--- config.mk ---
export PLATFORM = sky130hd
export DESIGN_NAME = ctpf_peak_select
export DESIGN_NICKNAME = d
export VERILOG_FILES = /design/src/hdl/ctpf_pkg.sv /design/src/hdl/ctpf_peak_select.sv
export SDC_FILE = /design/constraint.sdc
export NUM_CORES = 1
export LEC_CHECK = 0
export BUFFER_PORTS_ARGS = -buffer_cell sky130_fd_sc_hd__buf_4
export CAP_MARGIN = 20
export CORE_UTILIZATION = 56
export DETAILED_ROUTE_END_ITERATION = 8
export GPL_ROUTABILITY_DRIVEN = 1
export GPL_TIMING_DRIVEN = 1
export PLACE_DENSITY_LB_ADDON = 0.15
export SYNTH_ARGS = -nofsm -noshare
export SYNTH_HDL_FRONTEND = slang
export SYNTH_SLANG_ARGS = --single-unit
--- constraint.sdc ---
create_clock -name vclk -period 51.3
set_input_delay 10.26 -clock vclk [all_inputs]
set_output_delay 10.26 -clock vclk [all_outputs]
set_load 0.1 [all_outputs]
--- src/hdl/ctpf_pkg.sv ---
// ----------------------------------------------------------------------------
// ctpf_pkg
// shared types, codes and helpers of the two-peak finder
// ----------------------------------------------------------------------------
package ctpf_pkg;

   // field widths fixed by the interface
   localparam int SAMPLE_W    = 16;
   localparam int POS_W       = 14;
   localparam int INDEX_W     = 14;
   localparam int TRACE_W     = 2;
   localparam int TRACES      = 4;
   localparam int CSR_INDEX_W = 2;
   localparam int CSR_DATA_W  = 15;
   localparam int CSR_SAMPLE_W = 15;
   localparam int CSR_BASE_W  = 12;

   // largest call position that a load may store
   localparam logic [POS_W-1:0] POS_MAX = {POS_W{1'b1}};

   typedef logic [SAMPLE_W-1:0] sample_type;
   typedef logic [POS_W-1:0] pos_type;
   typedef logic [TRACE_W-1:0] trace_id_type;
   typedef logic [TRACES-1:0][SAMPLE_W-1:0] sample_quad_type;

   // request codes
   typedef enum logic [1:0] {
      REQ_LOAD_SAMPLE = 2'd0,
      REQ_LOAD_CALL   = 2'd1,
      REQ_QUERY       = 2'd2
   } req_kind_type;

   // configuration register indexes
   typedef enum logic [CSR_INDEX_W-1:0] {
      CSR_SAMPLE_COUNT = 2'd0,
      CSR_BASE_COUNT   = 2'd1
   } csr_index_type;

   // query sequencer states
   typedef enum logic [2:0] {
      ST_IDLE,
      ST_CALL_PREV,
      ST_CALL_NEXT,
      ST_TRACE_CENTRE,
      ST_TRACE_START,
      ST_TRACE_END,
      ST_LATCH_END,
      ST_RESULT
   } ctpf_state_type;

   // one result beat
   typedef struct packed {
      logic         has_two_peaks;
      trace_id_type first_trace;
      sample_type   first_value;
      trace_id_type second_trace;
      sample_type   second_value;
      logic         position_error;
   } ctpf_result_type;

   // result with no peaks reported
   function automatic ctpf_result_type no_peak_result(input logic perr);
      ctpf_result_type r;
      r.has_two_peaks  = 1'b0;
      r.first_trace    = trace_id_type'(0);
      r.first_value    = '0;
      r.second_trace   = trace_id_type'(1);
      r.second_value   = '0;
      r.position_error = perr;
      return r;
   endfunction

endpackage

--- src/hdl/ctpf_peak_select.sv ---
// ----------------------------------------------------------------------------
// ctpf_peak_select
// peak test per trace, ranking of the two strongest peaks and top-two check
// ----------------------------------------------------------------------------
module ctpf_peak_select (
   input  ctpf_pkg::sample_quad_type centre_val,
   input  ctpf_pkg::sample_quad_type lead_val,
   input  ctpf_pkg::sample_quad_type tail_val,
   output ctpf_pkg::ctpf_result_type result
);
   import ctpf_pkg::*;

   logic [TRACES-1:0] peak;
   logic [2:0]        peak_num;
   trace_id_type      b1, b2, i0;
   sample_type        v1, v2, s0, s1;
   logic              f1, f2, g0, g1;

   // local peak: neither edge sample above the centre
   always_comb begin
      for (int t = 0; t < TRACES; t++) begin
         peak[t] = (lead_val[t] <= centre_val[t]) && (tail_val[t] <= centre_val[t]);
      end
      peak_num = 3'($countones(peak));
   end

   // strongest peak, earlier trace wins ties
   always_comb begin
      b1 = '0;
      v1 = '0;
      f1 = 1'b0;
      for (int t = 0; t < TRACES; t++) begin
         if (peak[t] && (!f1 || centre_val[t] > v1)) begin
            b1 = trace_id_type'(t);
            v1 = centre_val[t];
            f1 = 1'b1;
         end
      end
   end

   // second peak among the remaining ones
   always_comb begin
      b2 = '0;
      v2 = '0;
      f2 = 1'b0;
      for (int t = 0; t < TRACES; t++) begin
         if (peak[t] && (trace_id_type'(t) != b1) && (!f2 || centre_val[t] > v2)) begin
            b2 = trace_id_type'(t);
            v2 = centre_val[t];
            f2 = 1'b1;
         end
      end
   end

   // largest and second largest centre values over all traces
   always_comb begin
      i0 = '0;
      s0 = '0;
      g0 = 1'b0;
      for (int t = 0; t < TRACES; t++) begin
         if (!g0 || centre_val[t] > s0) begin
            i0 = trace_id_type'(t);
            s0 = centre_val[t];
            g0 = 1'b1;
         end
      end
      s1 = '0;
      g1 = 1'b0;
      for (int t = 0; t < TRACES; t++) begin
         if ((trace_id_type'(t) != i0) && (!g1 || centre_val[t] > s1)) begin
            s1 = centre_val[t];
            g1 = 1'b1;
         end
      end
   end

   // report the pair unless too few peaks or both ranks disagree
   always_comb begin
      if ((peak_num < 3'd2) || ((v1 != s0) && (v2 != s1))) begin
         result = no_peak_result(1'b0);
      end else begin
         result.has_two_peaks  = 1'b1;
         result.first_trace    = b1;
         result.first_value    = v1;
         result.second_trace   = b2;
         result.second_value   = v2;
         result.position_error = 1'b0;
      end
   end

endmodule

# [Word level (Yosys, flattened, before mapping)]
# Cells that the tools add are included.
# Widths: inputs -> output; s select.
[totals] ff_bits=0 out_inout_bits=38 elab_cells=105 inputBits=192
[classes] reduce_logical=39 add_sub_neg=3 n_mux=34 n_lt_le_gt_ge=21 eq_ne=8
[op_table] cell="$mux 16" n=15
[op_table] cell="$gt 16x16->1" n=12
[op_table] cell="$le 16x16->1" n=8
[op_table] cell="$mux 38" n=1
[op_table] cell="$ne 16x16->1" n=2
[op_table] cell="$logic_and 1x1->1" n=18
[op_table] cell="$mux 1" n=12
[op_table] cell="$mux 2" n=6
[op_table] cell="$logic_or 1x1->1" n=10
[op_table] cell="$logic_not 1->1" n=9
[op_table] cell="$ne 2x2->1 const A" n=4
[op_table] cell="$add 1x1->2" n=2
[op_table] cell="$ne 1x2->1 const A" n=2
[op_table] cell="$reduce_bool 2->1" n=2
[op_table] cell="$add 2x2->3" n=1
[op_table] cell="$lt 3x2->1 const B" n=1

# [Depth between registers and ports, before layout]
[depth] ltp_word=34 mapped_depth=85 ltp_nobuf=74

# [Least setup slack after synthesis]
# No wires, ideal clock.
[synth_timing] path_kind="input -> output" from="input centre_val[9] in the netlist's numbering" to="output result[1] in the netlist's numbering" stages=75 required_time_ns=41.040 t_arrival_ns=28.115 setup_slack_ns=12.925 n_path_buf=10 path_cell_list="clkbuf_1 inv_1 ha_1 a21o_1 a221o_1 a221oi_1 or2_2 o31ai_1 nor2_2 clkbuf_1 buf_1 nand2_1 ha_1 a21oi_1 o21ai_0 a221o_1 o31a_1 clkbuf_1 (+39 left out) a21o_1 buf_1 mux2i_1 inv_1 ha_1 o21ai_0 a21oi_1 o211ai_1 a32oi_1 a311o_1 o311a_1 clkbuf_1 nor2_1 a22oi_1 o2111ai_1 nor4b_2 a32oi_2 a211oi_1"
[synth_rtl] item="from (decl)" line_no="ctpf_peak_select.sv:6" text="input ctpf_pkg::sample_quad_type centre_val,"
[synth_rtl] item="to (decl)" line_no="ctpf_peak_select.sv:9" text="output ctpf_pkg::ctpf_result_type result"

==> impl_results.md <==
- Outcome: finished, final reports clean
- CP Data Required Time: 41.04 ns
- Worst slew margin relative to its limit: 29.48%
- Arrival @ worst endpoint: 31.13 ns
- Number of pins with negative max-slew slack in the final report: 0
- Post-cts hold buffer count: 0
- DIE AREA: 22770 µm²
- Worst min-delay path class: in2out
- Wire length of the first global-routing pass: around 86000 µm
- Vias in the first global route: 15240
- Aggregate routed wire length: 58530 µm
- Yosys warns: 0
- Maximum number of pins on one net before global-route repair: 51
- Seq/Total Area, Yosys: 0%
- Count of routing violations after the opening detailed-route iteration: 2204
- Port buffer count: 229
- RSZ-0062 raised after global routing: no
- Most common cell after layout, fill and taps aside: ha_1
- Max stage delay cell, worst path: a21o_1
- Fraction of layout cells with a size suffix above 1: 15.15%
- Library cell appearing most often on the critical path: a21oi_1
- Tmin final: 41.39 ns
- Delay contributed by the slowest stage of the critical path: 0.81 ns
- Total of cells resized after clock tree synthesis: 0
- Syn-to-layout area delta: 15.16%
- Routed length per instance: 26.19 µm
- Count of endpoints failing hold in the final timing report: 0
- Worst path buffer plus inverter count: 9
- All-Layer GR Usage: about half
- Chip width: ~150 µm
- Routability Congestion: 1.092
- Number of nets in the finished design: 2470
- Clock buffers: 0
- Kind of end point of the critical path: output port
- Remaining routing DRC violations: 0
- WS Path Type: in2out
- Detailed-route via count: 16360
- Netlist area before placement: 12410 µm²
- Final Hold Slack: 21.11 ns
- Drt pass-1 iters: 8
- Area of the core: 21760 µm²
- Routed Antenna Nets: 0
- Type of element launching the critical path: primary input
- Avg Inst Size Synth: 6.928 µm²
- Crit share post-route: 80.68%
- Post-Synthesis Net Count: 2306
- I/O Pins: 230
- Post-CTS setup buffer count: 0
- Top fanout value on the critical path: 50
- Count of different cell masters after synthesis: 82
- Commonest cells after routing, fill and taps aside: 321 x ha_1, 248 x buf_4, 178 x a21oi_1, 154 x nand2_1, 151 x nor2_1
- Final setup violation count: 0
- Maximum clock frequency: 0.02416 GHz
- Fill cells: 2043
- Count of sequential standard cells: 0
- Cell family contributing the most delay on the critical path: compound AO/OA/AOI/OAI gates
- Gate Count Post-Synth: between 1500 and 2000
- Footprint of the multi-input gates: 11570 µm²
- Setup TNS: 0 ns
- Vias/cell: 7.318
- Transition time at the pin with the least slew margin: around 1.1 ns
- Residual overflow from global routing: 0
- Die height: around 150 µm
- Initial antenna violation count: 1
- Number of rows created at floorplan: between 50 and 60
- HPWL after DPL: ~46000 µm
- Initial cell density of the core: 57.06%
- Total area of sequential cells: 0 µm²
- Max-cap violations: 0
- Share of the core filled with cells: roughly 66%
-- Yosys cell counts, types with 11 or more instances --
library cell / instances / area [µm²]
nor2_1: 151 / 566.8
buf_1: 11 / 41.29
nor4_1: 20 / 125.1
nand3_1: 65 / 325.3
inv_1: 130 / 488.0
a211oi_1: 48 / 360.4
a21o_1: 27 / 202.7
a22o_1: 12 / 105.1
a21oi_1: 178 / 890.9
xnor2_1: 19 / 166.4
a22oi_1: 20 / 150.1
ha_1: 321 / 4016
nor2b_1: 18 / 112.6
mux2_2: 19 / 214.0
nor3_1: 33 / 165.2
and2_1: 13 / 81.33
nand4_1: 73 / 456.7
o22ai_1: 13 / 81.33
clkbuf_1: 64 / 240.2
a31oi_1: 21 / 131.4
o211ai_1: 38 / 285.3
a221oi_1: 14 / 122.6
o21ai_0: 94 / 470.5
nand2_1: 154 / 578.1
mux2i_1: 32 / 320.3
o31ai_1: 13 / 97.59
-- worst paths after layout --
check | cells after the start | slack (ns) | from | endpoint
max | 73 | 9.91 | centre_val[11] | result[25]
min | 4 | 21.11 | centre_val[51] | result[4]
-- cell type report --
type	instances	area share, %
Multi-Input combinational cell	1572	80.91
Timing Repair Buffer	249	13.13
Inverter	133	3.492
Tap cell	280	2.451
Antenna cell	1	0.01750
-- per-stage QoR --
stage | setup WS (ns) | std cells | instance area (µm²)
floorplan | 12.92 | 1792 | 12410
global placement | 10.86 | 2231 | 14260
detailed placement | 10.31 | 2232 | 14270
CTS | 10.28 | 2232 | 14270
global route | 9.084 | 2234 | 14290
finish | 9.910 | 2235 | 14300
-- logic make-up (layout without fill, tap and decap cells) --
logic type               after synthesis  after routing  synth area share, %
AO/OA/AOI/OAI                        603            603                32.47
AND/OR/NAND/NOR                      570            570                21.92
adder cells (fa/ha/maj)              323            323                32.60
buffers and inverters                220            382                6.934
multiplexers                          52             52                4.414
XOR/XNOR                              23             23                1.623
other                                  1              2              0.03021
-- routing by layer --
metal,global-route usage (%),wire [µm]
met1,61.16,21290
met2,73.99,23700
met3,15.93,8925
met4,32.95,4618
met5,0,0
